[config.mk]
export PLATFORM = sky130hd
export DESIGN_NAME = hspm_front
export DESIGN_NICKNAME = d
export VERILOG_FILES = /design/src/rtl/hspm_pkg.sv /design/src/rtl/hspm_front.sv
export SDC_FILE = /design/constraint.sdc
export NUM_CORES = 1
export LEC_CHECK = 0
export BUFFER_PORTS_ARGS = -buffer_cell sky130_fd_sc_hd__buf_2
export CAP_MARGIN = 40
export CORE_ASPECT_RATIO = 1.75
export CORE_MARGIN = 2
export CORE_UTILIZATION = 62
export DETAILED_ROUTE_END_ITERATION = 8
export MAX_ROUTING_LAYER = met4
export PLACE_DENSITY_LB_ADDON = 0.12
export SETUP_SLACK_MARGIN = 0.5
export SLEW_MARGIN = 20
export SYNTH_ARGS = -nofsm -noshare
export SYNTH_HDL_FRONTEND = slang
export SYNTH_SLANG_ARGS = --single-unit
[constraint.sdc]
create_clock -name clk -period 8.6 [get_ports clk]
set_input_delay 0.43 -clock clk [delete_from_list [all_inputs] [get_ports clk]]
set_output_delay 0.43 -clock clk [all_outputs]
set_load 0.1 [all_outputs]
[src/rtl/hspm_pkg.sv]
// Package with shared types, constants and the hash mixing round for the sparse page memory.
package hspm_pkg;

  localparam int unsigned DefBuckets   = 64;
  localparam int unsigned DefPageWords = 1024;
  localparam logic [31:0] HashMult     = 32'h045d9f3b;

  typedef enum logic [1:0] {
    OP_READ  = 2'd0,
    OP_WRITE = 2'd1,
    OP_SWAP  = 2'd2,
    OP_RSVD  = 2'd3
  } op_t;

  // Back-part sequencer states.
  typedef enum logic [2:0] {
    ST_IDLE,
    ST_PROBE,
    ST_CHECK,
    ST_DATA,
    ST_OUT
  } back_state_t;

  // One mixing round: fold the high half into the low half.
  function automatic logic [31:0] fold16(input logic [31:0] x);
    fold16 = (x >> 16) ^ x;
  endfunction

endpackage

[src/rtl/hspm_front.sv]
// Front part: accepts transactions and computes the page hash over a short pipeline.
module hspm_front #(
  parameter int unsigned BUCKETS    = hspm_pkg::DefBuckets,
  parameter int unsigned PAGE_WORDS = hspm_pkg::DefPageWords
) (
  input  logic                        clk,
  input  logic                        rst,
  input  logic                        in_valid,
  output logic                        in_ready,
  input  hspm_pkg::op_t               in_op,
  input  logic [31:0]                 in_addr,
  input  logic [31:0]                 in_wdata,
  output logic                        q_valid,
  input  logic                        q_ready,
  output hspm_pkg::op_t               q_op,
  output logic [31:0]                 q_addr,
  output logic [31:0]                 q_wdata,
  output logic [$clog2(BUCKETS)-1:0]  q_start
);
  import hspm_pkg::*;

  localparam int unsigned OffW = $clog2(PAGE_WORDS);
  localparam int unsigned IdxW = $clog2(BUCKETS);

  // Stage registers: 0 captures input, 1 first product, 2 second product.
  logic [2:0]  vld;
  op_t         op0, op1, op2;
  logic [31:0] ad0, ad1, ad2;
  logic [31:0] wd0, wd1, wd2;
  logic [31:0] h1, h2;
  logic [31:0] key0;
  logic [31:0] h2f;
  logic        adv;

  // Only one transaction at a time is hashed; the last stage holds the finished hash until it is taken.
  assign adv      = !vld[2] || q_ready;
  assign in_ready = (vld == 3'b000);
  assign key0     = ad0 & ~32'(PAGE_WORDS - 1);
  assign h2f      = fold16(h2);

  always_ff @(posedge clk) begin
    if (rst) begin
      vld <= '0;
    end else begin
      if (in_valid && in_ready) vld[0] <= 1'b1;
      else if (vld[0]) vld[0] <= 1'b0;
      vld[1] <= vld[0];
      if (vld[1]) vld[2] <= 1'b1;
      else if (q_ready) vld[2] <= 1'b0;
    end
  end

  // Payload moves with the valid bits.
  always_ff @(posedge clk) begin
    if (in_valid && in_ready) begin
      op0 <= in_op;
      ad0 <= in_addr;
      wd0 <= in_wdata;
    end
    op1 <= op0;
    ad1 <= ad0;
    wd1 <= wd0;
    h1  <= fold16(key0) * HashMult;
    if (vld[1]) begin
      op2 <= op1;
      ad2 <= ad1;
      wd2 <= wd1;
      h2  <= fold16(h1) * HashMult;
    end
  end

  assign q_valid = vld[2] && adv;
  assign q_op    = op2;
  assign q_addr  = ad2;
  assign q_wdata = wd2;
  assign q_start = h2f[IdxW-1:0];

  logic unused_off;
  assign unused_off = ^OffW;
endmodule

==> metrics.md <==
| Metric | Value |
|---|---|
| Status | completed |
| PortBufs | approximately 140 |
| CP cell instances | xor2_1 > inv_1 > fa_1 > inv_1 > ha_1 > fa_1 > fa_1 > fa_1 > fa_1 > inv_1 > fa_1 > inv_1 > ha_1 > a211oi_1 > nor2b_1 > o211ai_1 > a31oi_1 > o2111ai_1 > a21oi_1 > xnor2_1 |
| TritonCTS clock tree | done |
| Worst setup EP type | register |
| Worst Skew | 0.0137 ns |
| Wirelength per Cell | 21.7 um |
| Slowest-stage cell, CP | xor2_1 |
| Most numerous cell on the critical path | fa_1 |
| # nets final | about 2500 |
| # fillers | roughly 2400 |
| All-Layer GR Usage | 30.7% |
| Boundary pin count | 144 |
| Starting Density | a little over three fifths |
| Worst slew pin tran | 0.848 ns |
| Post-synth EDFFs | 144 |
| Post-Syn Area | 19800 um^2 |
| Placed cell areas | 21200 um^2 |
| Worst path required time | 9.06 ns |
| H-tree depth | 1 |
| Synthesized area per cell | 12.0 um^2 |
| First-pass GRT wire length | approximately 73 mm |
| Die Span Y | about 240 um |
| Vias in the first global route | around 13000 |
| Relative slew slack | roughly 43% |
| Unrepaired setup endpoints after global routing | no |
| Synth area leader | fa_1 |
| Die X | 139 um |
| Syn nets | 2278 |
| Largest net degree at the start of global routing | 68 |
| CTS Buf Count | 22 |
| DRC | 0 |
| Register area share after synthesis | 31.9% |
| Sum Neg Setup Slack | 0 ns |
| Final HPWL from detailed placement | approximately 43 mm |
| Mapped Cells | 1650 |
| Yosys warnings | 0 |
| Synth Register Bits | 244 |
| Initial antenna violation count | 0 |
| Top-area cell type share of the netlist area | a little under a third |
| HP Class | input port to register |
| Min Hold Slack | 0.0682 ns |
| Vias | approximately 12000 |
| Share of layout cells above drive strength 1 | 11.3% |
| Row cnt | 86 |
| Clock root cell | clkbuf_16 |
| CP arrival | 7.56 ns |
| Gpl congestion | around 1.0 |
| CP max stage delay | 0.62 ns |
| Setup bufs post-CTS | 0 |
| Core area | approximately 32000 um^2 |
| Setup violators final | 0 |
| DRT iter0 DRCs | between 300 and 400 |
| Layout area overhead | 10.7% |
| Clock Pin Slew Worst Setup and Hold Paths | 0.07 ns |
| Crit Path Max Fanout | 7 |
| Antenna cells | 0 |
| Die area | 33500 um^2 |
| Startpoint Class | register |
| Clk sink count | 244 |
| Max-Cap Viols | 0 |
| Final min period | 7.10 ns |
| Async SR Flop Fraction | 0% |
| Final period util | 82.5% |
| Post-route ant nets | 0 |
| Post-synthesis cell type count | 47 |
| Clock latency at the later pin of the worst-skew pair | 0.53 ns |
| Final-report max-slew violation count | 0 |
| Grt ovf | 0 |
| Primary FF master, synth | edfxtp_1 |
| Hold Buf Count CTS | 0 |
| TritonRoute pass-1 iters | 4 |
| Clock Tree Buf Depth | 3 |
| Post-route cell area | 22000 um^2 |
| Via density | 5.22 |
| Total Routed Length | 48.6 mm |
| Final Hold Viols | 0 |
| Kind of critical path | register to register |
| Post-CTS Resized | 0 |
| Fmax | 141 MHz |
| Top post-synthesis cells by area | fa_1 31%, edfxtp_1 22%, ha_1 16% |
cell families (layout without fill, tap and decap cells):
kind of cell    after synthesis  after routing  share of synthesized area, %
compound gates               90             90                          3.14
buf+inv                     555            750                          10.5
xor+xnor                    122            122                          5.42
flops                       244            244                          31.9
mux                           1              1                        0.0504
simple gates                 80             80                          2.01
fa+ha+maj                   558            558                          47.0
registers in the layout, indices dropped and copies added, names as in the netlist:
signal and cells:
q_addr 32, h1 32, h2 12, op0 2
q_wdata 32, wd0 32, ad0 32, ad1 31
q_op 2, wd1 32, vld 3, op1 2
cells in the final DEF, fill, tap and decap left out, drive strengths merged, types with 2 or more instances in the layout:
master     n
a31oi      5
nand3      7
o211ai     5
o211a      3
edfxtp   144
nor2      15
ha       247
nor2b      6
o31ai      2
clkbuf    30
nor4       3
o21bai     3
dfxtp    100
a211oi     4
a21oi     24
xnor2     77
bufinv     2
nand2     20
a221oi     2
clkinv     5
xor2      45
o21a       8
fa       311
or2        3
and2       6
nor3      11
nand2b     3
nand4      2
o2111ai    2
a21o      16
buf      159
inv      554
o21ai     12
final timing paths:
| check | slack [ns] | start | cells past startpoint | endpoint |
|---|---|---|---|---|
| max reg2reg | 1.50 | ad0[26]$_DFFE_PP_ | 20 | h1[30]$_DFF_P_ |
| min reg2reg | 0.34 | ad0[7]$_DFFE_PP_ | 0 | ad1[7]$_DFF_P_ |
| max | 1.50 | ad0[26]$_DFFE_PP_ | 20 | h1[30]$_DFF_P_ |
| min | 0.07 | in_addr[29] | 1 | ad0[29]$_DFFE_PP_ |
metrics by stage:
stage          std cells  util, %  worst slack, ns
2_1_floorplan       1650        -             2.34
3_3_place_gp        2194     66.9             1.43
3_5_place_dp        2200     67.2             1.58
4_1_cts             2240     69.6             1.57
5_1_grt             2241     69.7             1.24
6_report            2241     69.7             1.50
cell type report:
type / count / area (um^2) / share of cell area (%)
Clock buffer: 30 / 631 / 2.87
Inverter: 551 / 2070 / 9.42
Sequential cell: 244 / 6330 / 28.8
Tap cell: 396 / 495 / 2.26
Clock inverter: 10 / 120 / 0.547
Multi-Input combinational cell: 851 / 11400 / 52.0
Timing Repair Buffer: 159 / 893 / 4.07
synthesized netlist by cell type, drive strengths merged, types with 8 or more instances:
cell,count
edfxtp,144
o21ai,12
a21oi,24
nor2,15
inv,551
dfxtp,100
ha,247
xnor2,77
xor2,45
fa,311
o21a,8
a21o,16
nand2,20
nor3,11
per-layer routing:
layer	GRT usage [%]	vias to the layer above	wire (um)
met3	2.46	162	1100
met2	61.7	303	29100
li1	-	5345	-
met1	25.2	5879	13900
met4	22.9	0	4530
met5	-	-	0
critical path: cells and delay by family (launching register included):
family / cells / cell delay, ns
xor+xnor: 2 / 0.75
fa+ha+maj: 8 / 3.62
buf+inv: 4 / 0.54
compound gates: 5 / 1.38
flops: 1 / 0.56
simple gates: 1 / 0.18
Power is not shown: default switching activity piles up to over one toggle a cycle in this logic, so the estimate is an artifact.
